`src/hw/rtl/fm_oscillator_waveshaper_defines.svh`:
```
// Assertion macros shared by the oscillator RTL.
// Depends on nothing; files that assert include it and provide clk and rst.
`ifndef FM_OSCILLATOR_WAVESHAPER_DEFINES_SVH
`define FM_OSCILLATOR_WAVESHAPER_DEFINES_SVH

// Property checked on every clock edge outside reset.
`define FMOW_ASSERT(lbl, prop, msg) \
  lbl: assert property (@(posedge clk) disable iff (rst) prop) else $error(msg);

// Property checked on every clock edge, reset included.
`define FMOW_ASSERT_ALWAYS(lbl, prop, msg) \
  lbl: assert property (@(posedge clk) prop) else $error(msg);

`endif

```
`src/hw/rtl/fmow_pkg.sv`:
```
// Package for the FM oscillator: sequencer states, waveform codes, constants.
// Depends on nothing.
`default_nettype none

package fmow_pkg;

  typedef enum logic [2:0] {
    S_IDLE,
    S_FM,
    S_ACC,
    S_SQR,
    S_OUT
  } fmow_state_t;

  typedef enum logic [1:0] {
    SEL_SQUARE = 2'b00,
    SEL_SAW    = 2'b01,
    SEL_SINE   = 2'b10,
    SEL_TRI    = 2'b11
  } wave_sel_t;

  localparam int PHASE_W = 32;
  localparam int SAMPLE_W = 16;
  localparam int FM_SHIFT = 15;
  localparam int SQ_SHIFT = 15;

  // Operand width of the shared multiplier: a signed 16-bit depth times a
  // 17-bit increment, or a 16-bit distance squared.
  localparam int MUL_W = 18;
  localparam int PROD_W = 2 * MUL_W;

  // Shaping arithmetic is done at 18 bits signed.
  localparam logic signed [17:0] W_FULL    = 18'sd32767;
  localparam logic signed [17:0] W_QUARTER = 18'sd16384;
  localparam logic signed [17:0] W_SPAN    = 18'sd65535;

endpackage

`default_nettype wire

```
`src/hw/rtl/fmow_tick_if.sv`:
```
// Input channel of the oscillator: one beat is one sample tick.
// Depends on nothing.
`default_nettype none

interface fmow_tick_if;
  logic               valid;
  logic               ready;
  logic        [31:0] phase_incr;
  logic signed [15:0] fm_depth;
  logic signed [15:0] waveform;

  modport source (output valid, output phase_incr, output fm_depth, output waveform,
                  input ready);
  modport sink   (input valid, input phase_incr, input fm_depth, input waveform,
                  output ready);
endinterface

`default_nettype wire

```
`src/hw/rtl/fmow_wave_if.sv`:
```
// Output channel of the oscillator: one beat is one shaped sample.
// Depends on nothing.
`default_nettype none

interface fmow_wave_if;
  logic               valid;
  logic               ready;
  logic signed [15:0] sample;

  modport source (output valid, output sample, input ready);
  modport sink   (input valid, input sample, output ready);
endinterface

`default_nettype wire

```
`src/hw/rtl/fmow_mul.sv`:
```
// Shared signed multiplier with a registered product.
// Depends on fmow_pkg for the operand width.
`default_nettype none

module fmow_mul (
  input  logic                                clk,
  input  logic signed [fmow_pkg::MUL_W-1:0]   a,
  input  logic signed [fmow_pkg::MUL_W-1:0]   b,
  output logic signed [fmow_pkg::PROD_W-1:0]  p
);

  always_ff @(posedge clk) begin
    p <= a * b;
  end

endmodule

`default_nettype wire

```
`src/hw/rtl/fm_oscillator_waveshaper.sv`:
```
// FM oscillator top level: phase accumulator, sequencer and waveform shaper.
// Depends on fmow_pkg, fmow_tick_if, fmow_wave_if, fmow_mul and the defines header.
//
// Usage:
//   tick (sink): one beat per audio sample carries phase_incr, fm_depth and
//   waveform. wave (source): one beat of sample per accepted tick, in order.
//   A tick is taken only while the sequencer is idle. The single multiplier
//   first forms fm_depth * (phase_incr >> 15), the accumulator then adds the
//   increment and that term, and the multiplier is used again to square the
//   distance for the parabolic sine. The sample is registered on wave in the
//   output step, after the FM, accumulate and square steps; the sequencer
//   then goes idle: a new tick is taken once the last is loaded, while wave drains.
//   If the receiver stalls, the result waits in the output register; the
//   next tick is still accepted and processed, and holds in its last step
//   until the output register is free.
//   Reset (rst, synchronous) clears the accumulator, drops wave.valid and
//   returns the sequencer to idle; tick.ready stays low while rst is high.
`default_nettype none
`include "fm_oscillator_waveshaper_defines.svh"

module fm_oscillator_waveshaper (
  input  logic               clk,
  input  logic               rst,
  fmow_tick_if.sink          tick,
  fmow_wave_if.source        wave
);

  fmow_pkg::fmow_state_t state, state_next;

  logic        [31:0]                     incr;
  logic signed [15:0]                     fm;
  fmow_pkg::wave_sel_t                    sel;
  logic        [fmow_pkg::PHASE_W-1:0]    phase_acc;

  logic signed [fmow_pkg::MUL_W-1:0]      mul_a;
  logic signed [fmow_pkg::MUL_W-1:0]      mul_b;
  logic signed [fmow_pkg::PROD_W-1:0]     prod;

  logic signed [17:0] saw;
  logic signed [17:0] tri_t;
  logic signed [17:0] tri_v;
  logic signed [17:0] gap;
  logic signed [17:0] sq;
  logic signed [17:0] shaped;
  logic               tick_acc;
  logic               out_load;

  assign tick.ready = (state == fmow_pkg::S_IDLE) && !rst;
  assign tick_acc   = tick.valid && tick.ready;
  assign out_load   = (state == fmow_pkg::S_OUT) && (!wave.valid || wave.ready);

  // Saw, triangle and sine distance all follow from the settled accumulator.
  always_comb begin
    saw   = $signed({2'b00, phase_acc[31:16]}) - fmow_pkg::W_FULL;
    tri_t = saw - fmow_pkg::W_QUARTER;
    if (tri_t < -fmow_pkg::W_FULL) begin
      tri_t = tri_t + fmow_pkg::W_SPAN;
    end
    if (tri_t > 18'sd0) begin
      tri_t = -tri_t;
    end
    tri_v = (tri_t <<< 1) + fmow_pkg::W_FULL;
    if (tri_v > 18'sd0) begin
      gap = fmow_pkg::W_FULL - tri_v;
    end else begin
      gap = fmow_pkg::W_FULL + tri_v;
    end
  end

  // The multiplier squares the distance in the last two steps and forms the
  // FM term otherwise; its product is registered, so it appears in the next cycle.
  always_comb begin
    if (state == fmow_pkg::S_SQR || state == fmow_pkg::S_OUT) begin
      mul_a = gap;
      mul_b = gap;
    end else begin
      mul_a = fmow_pkg::MUL_W'(fm);
      mul_b = $signed({1'b0, incr[31:fmow_pkg::FM_SHIFT]});
    end
  end

  fmow_mul u_mul (
    .clk (clk),
    .a   (mul_a),
    .b   (mul_b),
    .p   (prod)
  );

  always_comb begin
    // The square is below 2^30, so the shifted value fits in 15 bits.
    sq = $signed({3'b000, prod[29:fmow_pkg::SQ_SHIFT]});
    unique case (sel)
      fmow_pkg::SEL_SQUARE: shaped = (saw > 18'sd0) ? fmow_pkg::W_FULL : -fmow_pkg::W_FULL;
      fmow_pkg::SEL_SAW:    shaped = saw;
      fmow_pkg::SEL_SINE:   shaped = (tri_v > 18'sd0) ? (fmow_pkg::W_FULL - sq)
                                                      : (sq - fmow_pkg::W_FULL);
      fmow_pkg::SEL_TRI:    shaped = tri_v;
      default:              shaped = saw;
    endcase
  end

  always_ff @(posedge clk) begin
    if (rst) begin
      state <= fmow_pkg::S_IDLE;
    end else begin
      state <= state_next;
    end
  end

  always_comb begin
    state_next = state;
    unique case (state)
      fmow_pkg::S_IDLE: if (tick_acc) state_next = fmow_pkg::S_FM;
      fmow_pkg::S_FM:   state_next = fmow_pkg::S_ACC;
      fmow_pkg::S_ACC:  state_next = fmow_pkg::S_SQR;
      fmow_pkg::S_SQR:  state_next = fmow_pkg::S_OUT;
      fmow_pkg::S_OUT:  if (out_load) state_next = fmow_pkg::S_IDLE;
      default:          state_next = fmow_pkg::S_IDLE;
    endcase
  end

  always_ff @(posedge clk) begin
    if (tick_acc) begin
      incr <= tick.phase_incr;
      fm   <= tick.fm_depth;
      sel  <= fmow_pkg::wave_sel_t'(tick.waveform[15:14]);
    end
  end

  // A zero depth gives a zero product, so the FM term is always added.
  always_ff @(posedge clk) begin
    if (rst) begin
      phase_acc <= '0;
    end else if (state == fmow_pkg::S_ACC) begin
      phase_acc <= phase_acc + incr + prod[fmow_pkg::PHASE_W-1:0];
    end
  end

  always_ff @(posedge clk) begin
    if (rst) begin
      wave.valid <= 1'b0;
    end else if (out_load) begin
      wave.valid <= 1'b1;
    end else if (wave.ready) begin
      wave.valid <= 1'b0;
    end
  end

  always_ff @(posedge clk) begin
    if (out_load) begin
      wave.sample <= shaped[fmow_pkg::SAMPLE_W-1:0];
    end
  end

  `FMOW_ASSERT(a_tick_starts_fm, tick_acc |=> state == fmow_pkg::S_FM, "tick beat did not start the sequence")
  `FMOW_ASSERT_ALWAYS(a_reset_clears, rst |=> !wave.valid && state == fmow_pkg::S_IDLE, "reset left output or sequencer busy")
  `FMOW_ASSERT(a_acc_only_in_step, state != fmow_pkg::S_ACC |=> $stable(phase_acc), "accumulator moved outside its step")
  `FMOW_ASSERT(a_out_from_last_step, $rose(wave.valid) |-> $past(state) == fmow_pkg::S_OUT, "sample beat raised outside the output step")

endmodule

`default_nettype wire

```
`src/flat_wrapper.sv`:
```
// flat-port wrapper written by rule: the top's interface ports become plain ports
module fm_oscillator_waveshaper_flat 
  (clk, rst, tick_valid, tick_phase_incr, tick_fm_depth, tick_waveform, tick_ready, wave_valid, wave_sample, wave_ready);
  fmow_tick_if tick_i ();
  fmow_wave_if wave_i ();
  input  logic clk;
  input  logic rst;
  input wire logic [$bits(tick_i.valid)-1:0] tick_valid;
  input wire logic [$bits(tick_i.phase_incr)-1:0] tick_phase_incr;
  input wire logic [$bits(tick_i.fm_depth)-1:0] tick_fm_depth;
  input wire logic [$bits(tick_i.waveform)-1:0] tick_waveform;
  output wire logic [$bits(tick_i.ready)-1:0] tick_ready;
  output wire logic [$bits(wave_i.valid)-1:0] wave_valid;
  output wire logic [$bits(wave_i.sample)-1:0] wave_sample;
  input wire logic [$bits(wave_i.ready)-1:0] wave_ready;
  assign tick_i.valid = tick_valid;
  assign tick_i.phase_incr = tick_phase_incr;
  assign tick_i.fm_depth = tick_fm_depth;
  assign tick_i.waveform = tick_waveform;
  assign tick_ready = tick_i.ready;
  assign wave_valid = wave_i.valid;
  assign wave_sample = wave_i.sample;
  assign wave_i.ready = wave_ready;
  fm_oscillator_waveshaper u_core (.clk(clk), .rst(rst), .tick(tick_i), .wave(wave_i));
endmodule
```
`config.mk`:
```
export PLATFORM = sky130hd
export DESIGN_NAME = fm_oscillator_waveshaper_flat
export DESIGN_NICKNAME = d
export VERILOG_FILES = /design/src/hw/rtl/fmow_pkg.sv /design/src/hw/rtl/fmow_tick_if.sv /design/src/hw/rtl/fmow_wave_if.sv /design/src/hw/rtl/fmow_mul.sv /design/src/hw/rtl/fm_oscillator_waveshaper.sv /design/src/flat_wrapper.sv
export VERILOG_INCLUDE_DIRS = /design/src /design/src/hw/rtl
export SDC_FILE = /design/constraint.sdc
export NUM_CORES = 1
export LEC_CHECK = 0
export ABC_AREA = 1
export BUFFER_PORTS_ARGS = -buffer_cell sky130_fd_sc_hd__buf_4
export CORE_MARGIN = 8
export CORE_UTILIZATION = 31
export CTS_CLUSTER_DIAMETER = 30
export DETAILED_ROUTE_END_ITERATION = 12
export SLEW_MARGIN = 5
export SYNTH_ARGS = -nofsm -noshare
export SYNTH_HDL_FRONTEND = slang
export SYNTH_SLANG_ARGS = --single-unit
```
`constraint.sdc`:
```
create_clock -name clk -period 14.73 [get_ports clk]
set_clock_uncertainty 0.1 [all_clocks]
set_input_delay 2.946 -clock clk [delete_from_list [all_inputs] [get_ports clk]]
set_output_delay 2.946 -clock clk [all_outputs]
set_load 0.01 [all_outputs]
```
# Word level (Yosys, flattened, before mapping)
# Index checks and enable logic that the tools add are counted.
dict set report classes {
  n_addsub 11
  mul 1
  div_mod_pow 0
  order_cmp 4
  n_eq_ne 9
  n_shift 0
  n_mux 13
  bitwise_logic 0
  reduce_logical 11
}
# op n
set op_table {}
lappend op_table {{18-bit 2-to-1 mux} 4}
lappend op_table {{32-bit adder} 2}
lappend op_table {{16-bit case mux with 4 select lines} 1}
lappend op_table {{18-bit by 1-bit > comparator with 1-bit output (second input constant)} 2}
lappend op_table {{18-bit by 18-bit multiplier with 32-bit output} 1}
lappend op_table {{16-bit 2-to-1 mux} 2}
lappend op_table {{16-bit by 18-bit adder with 18-bit output (first input constant)} 1}
lappend op_table {{18-bit by 16-bit adder with 18-bit output (second input constant)} 1}
lappend op_table {{18-bit by 17-bit adder with 18-bit output (second input constant)} 1}
lappend op_table {{18-bit by 16-bit less-than comparator with 1-bit output (second input constant)} 1}
lappend op_table {{16-bit by 18-bit subtractor with 18-bit output (first input constant)} 1}
lappend op_table {{17-bit by 16-bit subtractor with 18-bit output (second input constant)} 1}
lappend op_table {{17-bit by 1-bit > comparator with 1-bit output (second input constant)} 1}
lappend op_table {{17-bit 2-to-1 mux} 1}
lappend op_table {{17-bit negation} 1}
lappend op_table {{16-bit by 15-bit subtractor with 17-bit output (second input constant)} 1}
lappend op_table {{15-bit by 15-bit subtractor with 16-bit output (first input constant)} 1}
lappend op_table {{15-bit by 15-bit subtractor with 16-bit output (second input constant)} 1}
lappend op_table {{3-bit case mux with 5 select lines} 1}
lappend op_table {{3-bit by 2-bit equality test with 1-bit output (second input constant)} 2}
lappend op_table {{3-bit 2-to-1 mux} 2}
lappend op_table {{2-bit equality test (second input constant)} 2}
lappend op_table {{2-bit by 1-bit inequality test with 1-bit output (second input constant)} 2}
lappend op_table {{3-bit by 1-bit equality test with 1-bit output (second input constant)} 1}
lappend op_table {{other kinds (10)} 15}
dict set report word_totals {
  register_bits 134
  latch_bits 0
  ram_bits 0
  rom_bits 0
  in_bits 68
  word_cells 57
  memories 0
}

# Longest topological paths before layout
# Gate-level depths: netlist (run 1).
dict set report depth {
  depth_word 11
  ltp_mapped 82
  depth_no_buf 78
}

# By module
# Synthesis (run 1) repeated with hierarchy kept, for this count alone.
dict set report hier_totals {
  cells_unflattened 3068
  area_unflattened_um2 23060.9
}
# module n_inst cells_per_inst area_per_inst_um2 seq_area_each_um2
set by_module_without_submodules {}
lappend by_module_without_submodules {fmow_mul 1 1811 13888.3 720.7}
lappend by_module_without_submodules {fm_oscillator_waveshaper 1 1257 9172.5 2702.6}

# Least setup slack after synthesis (run 1)
# Ideal clock, no wire load.
dict set report synth_path {
  path_type {register to register}
  startpoint {register u_core.phase_acc[16] (netlist name)}
  endpoint {register u_core.u_mul.p[31] (netlist name)}
  arrival_ns 10.793
  slack_ns 3.723
  stages_incl_launch_ff 71
  synth_period_minus_slack_ns 11.007
  cell_sequence {dfxtp_1 -> ha_1 -> nand3_2 -> nor2_2 -> nand4_1 -> nand2_2 -> inv_1 -> ha_1 -> xnor2_2 -> nor2_4 -> nand2_8 -> nand2_8 -> buf_12 -> nand2_1 -> nand2_1 -> inv_1 -> ha_1 -> inv_1 -> [35 not listed] -> inv_1 -> a21oi_1 -> o21bai_1 -> a21oi_1 -> o21bai_1 -> nand3_1 -> nand2_1 -> nand3_1 -> nand2_1 -> nand3_1 -> nor2_1 -> nor2_1 -> xor2_1 -> inv_1 -> nand3_1 -> nand2_1 -> nor2_1 -> nor2_2}
}
dict set report synth_via {
  elab_chain_cells 11
}
# element line
set synth_rtl {}
lappend synth_rtl {{from (decl)} fm_oscillator_waveshaper.sv:33} ;# logic [fmow_pkg::PHASE_W-1:0] phase_acc;
lappend synth_rtl {{from (signal assigned)} fm_oscillator_waveshaper.sv:135} ;# phase_acc <= phase_acc + incr + prod[fmow_pkg::PHASE_W-1:0];
lappend synth_rtl {{16-bit by 15-bit subtractor with 17-bit output *} fm_oscillator_waveshaper.sv:54} ;# saw = $signed({2'b00, phase_acc[31:16]}) - fmow_pkg::W_FULL;
lappend synth_rtl {{17-bit by 16-bit subtractor with 18-bit output *} fm_oscillator_waveshaper.sv:55} ;# tri_t = saw - fmow_pkg::W_QUARTER;
lappend synth_rtl {{18-bit by 17-bit adder with 18-bit output or 18-bit by 16-bit less-than comparator with 1-bit output (tied branches)} {fm_oscillator_waveshaper.sv:57, fm_oscillator_waveshaper.sv:56}}
lappend synth_rtl {{18-bit 2-to-1 mux *} fm_oscillator_waveshaper.sv:56} ;# if (tri_t < -fmow_pkg::W_FULL) begin
lappend synth_rtl {{17-bit negation or 18-bit by 1-bit > comparator with 1-bit output (tied branches)} {fm_oscillator_waveshaper.sv:60, fm_oscillator_waveshaper.sv:59}}
lappend synth_rtl {{17-bit 2-to-1 mux *} fm_oscillator_waveshaper.sv:59} ;# if (tri_t > 18'sd0) begin
lappend synth_rtl {{18-bit by 16-bit adder with 18-bit output *} fm_oscillator_waveshaper.sv:62} ;# tri_v = (tri_t <<< 1) + fmow_pkg::W_FULL;
lappend synth_rtl {{16-bit by 18-bit adder with 18-bit output, or another cell as far along} fm_oscillator_waveshaper.sv:66} ;# gap = fmow_pkg::W_FULL + tri_v;
lappend synth_rtl {{18-bit 2-to-1 mux *} fm_oscillator_waveshaper.sv:63} ;# if (tri_v > 18'sd0) begin
lappend synth_rtl {{18-bit 2-to-1 mux} fm_oscillator_waveshaper.sv:73} ;# if (state == fmow_pkg::S_SQR || state == fmow_pkg::S_OUT) begin
lappend synth_rtl {{18-bit by 18-bit multiplier with 32-bit output *} fmow_mul.sv:13} ;# p <= a * b;
lappend synth_rtl {{to (signal assigned)} fmow_mul.sv:13}
lappend synth_rtl {{to (decl)} fmow_mul.sv:9} ;# output logic signed [fmow_pkg::PROD_W-1:0] p
# Every way passes the cells marked *; elsewhere a longest branch is shown, timed or not.
# A chain may end at the register's enable or synchronous reset.

# Final worst setup path (run 1)
# Ends and elaborated chain as after synthesis.

==> metrics.csv, run 1 <==
stage,metric,value,unit
die,die_h,274,um
die,start_util,31.3,%
routing,vias,15842,
setup_path,cp-start-kind,register,
die,core,0.0657,mm^2
routing,ant_nets,0,
hold_path,holdCritPathClass,reg -> reg,
yosys,ys_ff_latch,134,
finish,fin_nets,3037,
sta,maxSlewHeadroom,34.5,%
clocking,clk_latency,0.48,ns
die,dieArea,0.0748,mm^2
finish,layoutNonFillerInstCount,3388,
clocking,cts_made_buffers,17,
run_status,outcome,finished clean,
setup_path,required,14.99,ns
routing,drt-wirelength-per-cell,17.0,um
finish,final_layout_size_suffix_gt1_share,11.2,%
sta,grt_setup_unrepaired,no,
sta,final.period_utilization,89.7,%
yosys,synthCells,2463,
setup_path,timing.critical_path.buf_inv,12,
sta,tightest_slew,0.972,ns
yosys,yosys_warnings,0,
die,die_x,274,um
yosys,synth_nets,2989,
yosys,synth_edf_count,66,
run,maxCapViolCount,0,
setup_path,cp_max_fo,18,
grt,track_usage,15.7,%
finish,syn2layout_area_growth,9.74,%
setup_path,critical_path.max_stage_delay,0.68,ns
hold_path,min_from,u_core.phase_acc[1],
yosys,ys_seq_area_share,16.3,%
setup_path,crit_slowest_cell,dfxtp_1,
routing,drcViolationCount,0,
setup_path,end_kind,register,
setup_path,startpoint,u_core.phase_acc[16],
sta,slew_violations,0,
setup_path,r2r_start,u_core.phase_acc[16],
sta,hold_viol,0,
die,row_count,94,
clocking,cts_buffer_depth,2,
setup_path,cpMostUsedCell,inv_1,
clocking,cts_root_buf,clkbuf_16,
yosys,async_flop_share,0,%
yosys,post_synth.cell_area_avg,8.35,um^2
setup_path,worst-endpoint-arrival,13.48,ns
yosys,syn_area,0.0206,mm^2
placed_design,dp_cells,3356,
clocking,htree_num_levels,4,
sta,setup_viol,0,
routing,wl,57600,um
clocking,cts_sinks,134,
clocking,clk_pin_slew_worst_paths,0.07,ns
routing,dr.first_iter.drc_count,1167,
routing,drt-pass1-iter-count,5,
placed_design,io_buffers,71,
sta,setup_tns,0,ns
placed_design,gp_congestion,0.915,
setup_path,critPathKind,reg -> reg,
clocking,tritoncts,built,
grt,antenna_found_initial,1,
yosys,ys_types,56,
clocking,ctsResizeCount,0,
grt,grt_max_degree,52,
routing,avgViaCountPerCell,4.68,
grt,first_global_vias,16099,
clocking,postCtsSetupBuffers,0,
finish,antenna_cells,0,
sta,max_freq,75.7,MHz
setup_path,crit_family,simple AND/OR/NAND/NOR gates,
grt,grt_first_pass_wirelength,91100,um
setup_path,r2r_setup_slack,1.51,ns
sta,period_needed,13.22,ns
grt,grt-ovfl-total,0,
placed_design,dpl.hpwl,48100,um
die,ios,86,
clocking,hold_buffers,0,
yosys,yosys_most_used_dff,dfxtp_1,
area by class of cell:
type,count,area (um^2)
fill,6828,43200
sequential,134,3340
inverter,566,2130
clock inverter,14,146
tap,864,1080
multi-input combinational,1709,14800
clock buffer,18,450
timing repair buffer,83,623
per-stage QoR:
stage                     hold slack [ns]  setup WS (ns)  cell area, um^2  utilization, %
after floorplan                     0.352           3.72            20600               -
after global placement              0.399           1.55            22000            33.4
after detailed placement            0.404           1.49            22000            33.4
after CTS                           0.412           1.49            22600            34.3
after global routing                0.450          0.386            22600            34.3
final                               0.413           1.51            22600            34.3
Yosys cell counts, drive strengths merged (14+ instances only):
master | number | area, um^2
clkbuf | 19 | 71.3
fa | 328 | 6570
nand3 | 100 | 641
nand2 | 522 | 2250
a21oi | 80 | 400
xnor2 | 27 | 244
buf | 35 | 235
nand4 | 23 | 150
dfxtp | 68 | 1360
o21ai | 104 | 584
nor2 | 238 | 1060
ha | 130 | 1630
o2111ai | 14 | 123
inv | 562 | 2110
edfxtp | 66 | 1980
nor3 | 15 | 80.1
xor2 | 78 | 683
sequential cells by signal (all words and copies together) (netlist names):
register / cells
u_core.fm: 16
u_core.wave.sample: 16
u_core.sel: 2
u_core.incr: 32
u_core.wave.valid: 1
u_core.state: 3
u_core.u_mul.p: 32
u_core.phase_acc: 32
metal layers:
layer | share of wire [%] | routed length [um] | GRT usage, %
met4 | 2.6 | 1510 | 4.68
met1 | 45 | 25700 | 21.3
met2 | 45 | 26000 | 24.7
met5 | 0 | 0 | 0
met3 | 7.7 | 4470 | 3.88
logic make-up (layout without fill, tap and decap cells):
logic type | Yosys count | in the layout | synth area share, %
AO/OA/AOI/OAI | 225 | 225 | 6.40
adder cells (fa/ha/maj) | 458 | 458 | 39.8
buffers and inverters | 620 | 681 | 11.9
AND/OR/NAND/NOR | 921 | 921 | 21.1
XOR/XNOR | 105 | 105 | 4.51
flip-flops | 134 | 134 | 16.3
final timing paths:
path                                       endpoint  cells past startpoint
worst min-delay path            u_core.phase_acc[1]                      2
worst max register to register   u_core.u_mul.p[31]                     75
worst max-delay path             u_core.u_mul.p[31]                     75
worst min register to register  u_core.phase_acc[1]                      2
worst min-delay path, delay by kind of cell, from the launching register on:
kind,cells,cell delay (ns)
AND/OR/NAND/NOR,2,0.15
flip-flops,1,0.32
cell usage in the layout (no fill, tap or decap), types with 4 or more instances in the layout:
cell type and n:
ha_1 130, nand3_2 18, nand4_1 22, o21ai_0 75, buf_4 83, o2111ai_1 14, nand3_1 78, a211oi_1 4
nand2_8 4, nand2_2 37, nand3b_1 7, a31oi_1 5, nor2_2 20, dfxtp_1 68, a21oi_1 80, o21ai_1 12
o211ai_1 4, inv_6 6, nor3_1 14, clkbuf_16 18, nand3_4 4, nand2_4 18, o21ai_2 17, inv_2 21
xnor2_1 26, fa_1 328, nor2_1 203, edfxtp_1 66, a21o_1 4, xor2_1 78, nand2_1 463, nor2_4 15
or2_2 6, inv_1 540
Power of run 1 is not shown: default switching activity piles up to over one toggle a cycle in this logic, so the estimate is an artifact.
==> run 2, diff against run 1 <==
Settings changed: CAP_MARGIN from default to 20, CORE_MARGIN 8 to 2.
Clock period 14.73 ns to 11.81 ns, I/O delays scaled along.
==> run 2 against run 1 <==
Compared with the run above: fmax up 20%; cell count rose by 3.0%; critical path depth shrank 8; via count grew 1.6%; register-to-register slack got worse by 0.75 ns.
==> metrics.csv, run 2 (synthesis gave the netlist of run 1 again) <==
stage,metric,value,unit,change
run_status,outcome,finished clean,,
clocking,tritoncts,built,,
routing,drcViolationCount,0,,unchanged
setup_path,worst-endpoint-arrival,11.32,ns,-2.16 ns
finish,antenna_cells,0,,unchanged
finish,final_common_cell,inv_1,,
grt,grt_first_pass_wirelength,90700,um,-0.35%
setup_path,required,12.08,ns,-2.91 ns
die,die_h,262,um,-4.4%
die,dieArea,0.0684,mm^2,-8.6%
grt,grt-ovfl-total,0,,unchanged
routing,drt-pass1-iter-count,5,,unchanged
setup_path,critical_path.max_stage_delay,0.53,ns,-0.15 ns
clocking,cts_made_buffers,17,,unchanged
die,ios,86,,unchanged
placed_design,gp_congestion,0.939,,+2.6%
sta,final.period_utilization,93.6,%,+3.8 points
finish,fin_nets,3140,,+3.4%
sta,hold_viol,0,,unchanged
finish,syn2layout_area_growth,14.6,%,
sta,tightest_slew,1.00,ns,+0.0303 ns
placed_design,dpl.hpwl,49200,um,+2.3%
die,die_x,262,um,-4.4%
grt,antenna_found_initial,0,,-1
clocking,clk_latency,0.47,ns,about the same
setup_path,timing.critical_path.buf_inv,11,,-1
setup_path,cpMostUsedCell,inv_1,,
grt,track_usage,17.4,%,+1.7 points
routing,vias,16090,,+1.6%
setup_path,cp_max_fo,8,,-10
clocking,cts_sinks,134,,unchanged
run,maxCapViolCount,0,,unchanged
sta,max_freq,90.5,MHz,+20%
grt,grt_max_degree,43,,-17%
routing,wl,57900,um,+0.40%
die,start_util,31.3,%,unchanged
routing,met3_length,3920,um,-12%
hold_path,holdCritPathClass,reg -> reg,,
clocking,clk_pin_slew_worst_paths,0.07,ns,about the same
placed_design,dp_cells,3441,,+2.5%
sta,setup_viol,0,,unchanged
finish,layout_common_cells,"529 x inv_1, 457 x nand2_1, 328 x fa_1",,
die,core,0.0657,mm^2,unchanged
routing,highest_layer,met4,,
die,row_count,94,,unchanged
routing,wl_met2,26600,um,+2.2%
sta,slew_violations,0,,unchanged
clocking,hold_buffers,0,,unchanged
finish,layoutNonFillerInstCount,3491,,+3.0%
clocking,htree_num_levels,4,,unchanged
setup_path,cp-start-kind,register,,
routing,drt-wirelength-per-cell,16.6,um,-2.6%
placed_design,io_buffers,71,,unchanged
grt,first_global_vias,16239,,+0.87%
routing,dr.first_iter.drc_count,1062,,-9.0%
clocking,cts_buffer_depth,2,,unchanged
setup_path,crit_slowest_cell,fa_1,,
setup_path,end_kind,register,,
clocking,cts_root_buf,clkbuf_16,,
finish,final_layout_size_suffix_gt1_share,16.4,%,+5.2 points
finish,reg_top3,"u_core.incr x32, u_core.phase_acc x32, u_core.u_mul.p x32",,
routing,m1WireLength,26100,um,+1.8%
setup_path,critPathKind,reg -> reg,,
setup_path,crit_family,simple AND/OR/NAND/NOR gates,,
sta,maxSlewHeadroom,32.9,%,-1.6 points
routing,avgViaCountPerCell,4.61,,-1.4%
sta,period_needed,11.05,ns,-2.17 ns
routing,ant_nets,0,,unchanged
-- run 2: changes by cell type in the layout (fill, tap and decap cells not counted), sizes merged --
cell	previous run	this run
buf	83	185
inv	572	570
clkinv	8	9
clkinvlp	0	1
nand2	522	523
-- run 2: per-layer routing --
layer | vias up | global-route usage, %
met1 | 7817 | 23.8
met5 | - | 0
met3 | 63 | 2.86
li1 | 7779 | -
met4 | 0 | 4.66
met2 | 431 | 28.5
-- run 2: worst paths after layout --
path | slack [ns] | from | depth (start not counted) | endpoint
worst min register to register | 0.42 | u_core.phase_acc[1] | 2 | u_core.phase_acc[1]
worst max register to register | 0.76 | u_core.phase_acc[16] | 67 | u_core.u_mul.p[31]
worst max-delay path | 0.76 | u_core.phase_acc[16] | 67 | u_core.u_mul.p[31]
worst min-delay path | 0.42 | u_core.phase_acc[1] | 2 | u_core.phase_acc[1]
-- run 2: layout make-up --
type                    count  area, um^2
well taps                 864        1080
clock buffers              18         450
repair buffers            185        1430
flip-flops and latches    134        3350
fillers                  6740       42200
inverters                 566        2140
multi-input cells        1710       15000
clock inverters            14         131
-- run 2: through the flow --
step                utilization (%)  setup slack (ns)  area [um^2]  hold WS, ns   TNS (ns)
floorplan                         -             0.803        20600        0.352          0
CTS                            35.3             0.288        23200        0.419          0
global placement               34.4             0.408        22600        0.405          0
finish                         35.8             0.760        23600        0.420          0
detailed placement             34.4             0.303        22600        0.410          0
global route                   35.8         -0.000131        23600        0.466  -0.000131
-- run 2: worst reg2reg max path: cells and delay by family (launching register included) --
kind | cells | cell delay [ns]
and+or+nand+nor | 38 | 4.22
adders and majority gates | 10 | 4.01
buffers and inverters | 11 | 0.93
AOI/OAI and AO/OA | 6 | 0.80
xor gates and xnor gates | 2 | 0.58
DFF | 1 | 0.32
-- run 2: repair_timing --
action / CTS / global route
setup buffers: 0 / 17
endpoints found under the setup margin: 0 / 6
hold endpoints to repair: 0 / 0
resized for setup: 0 / 74
Power of run 2 is left out for the same reason.
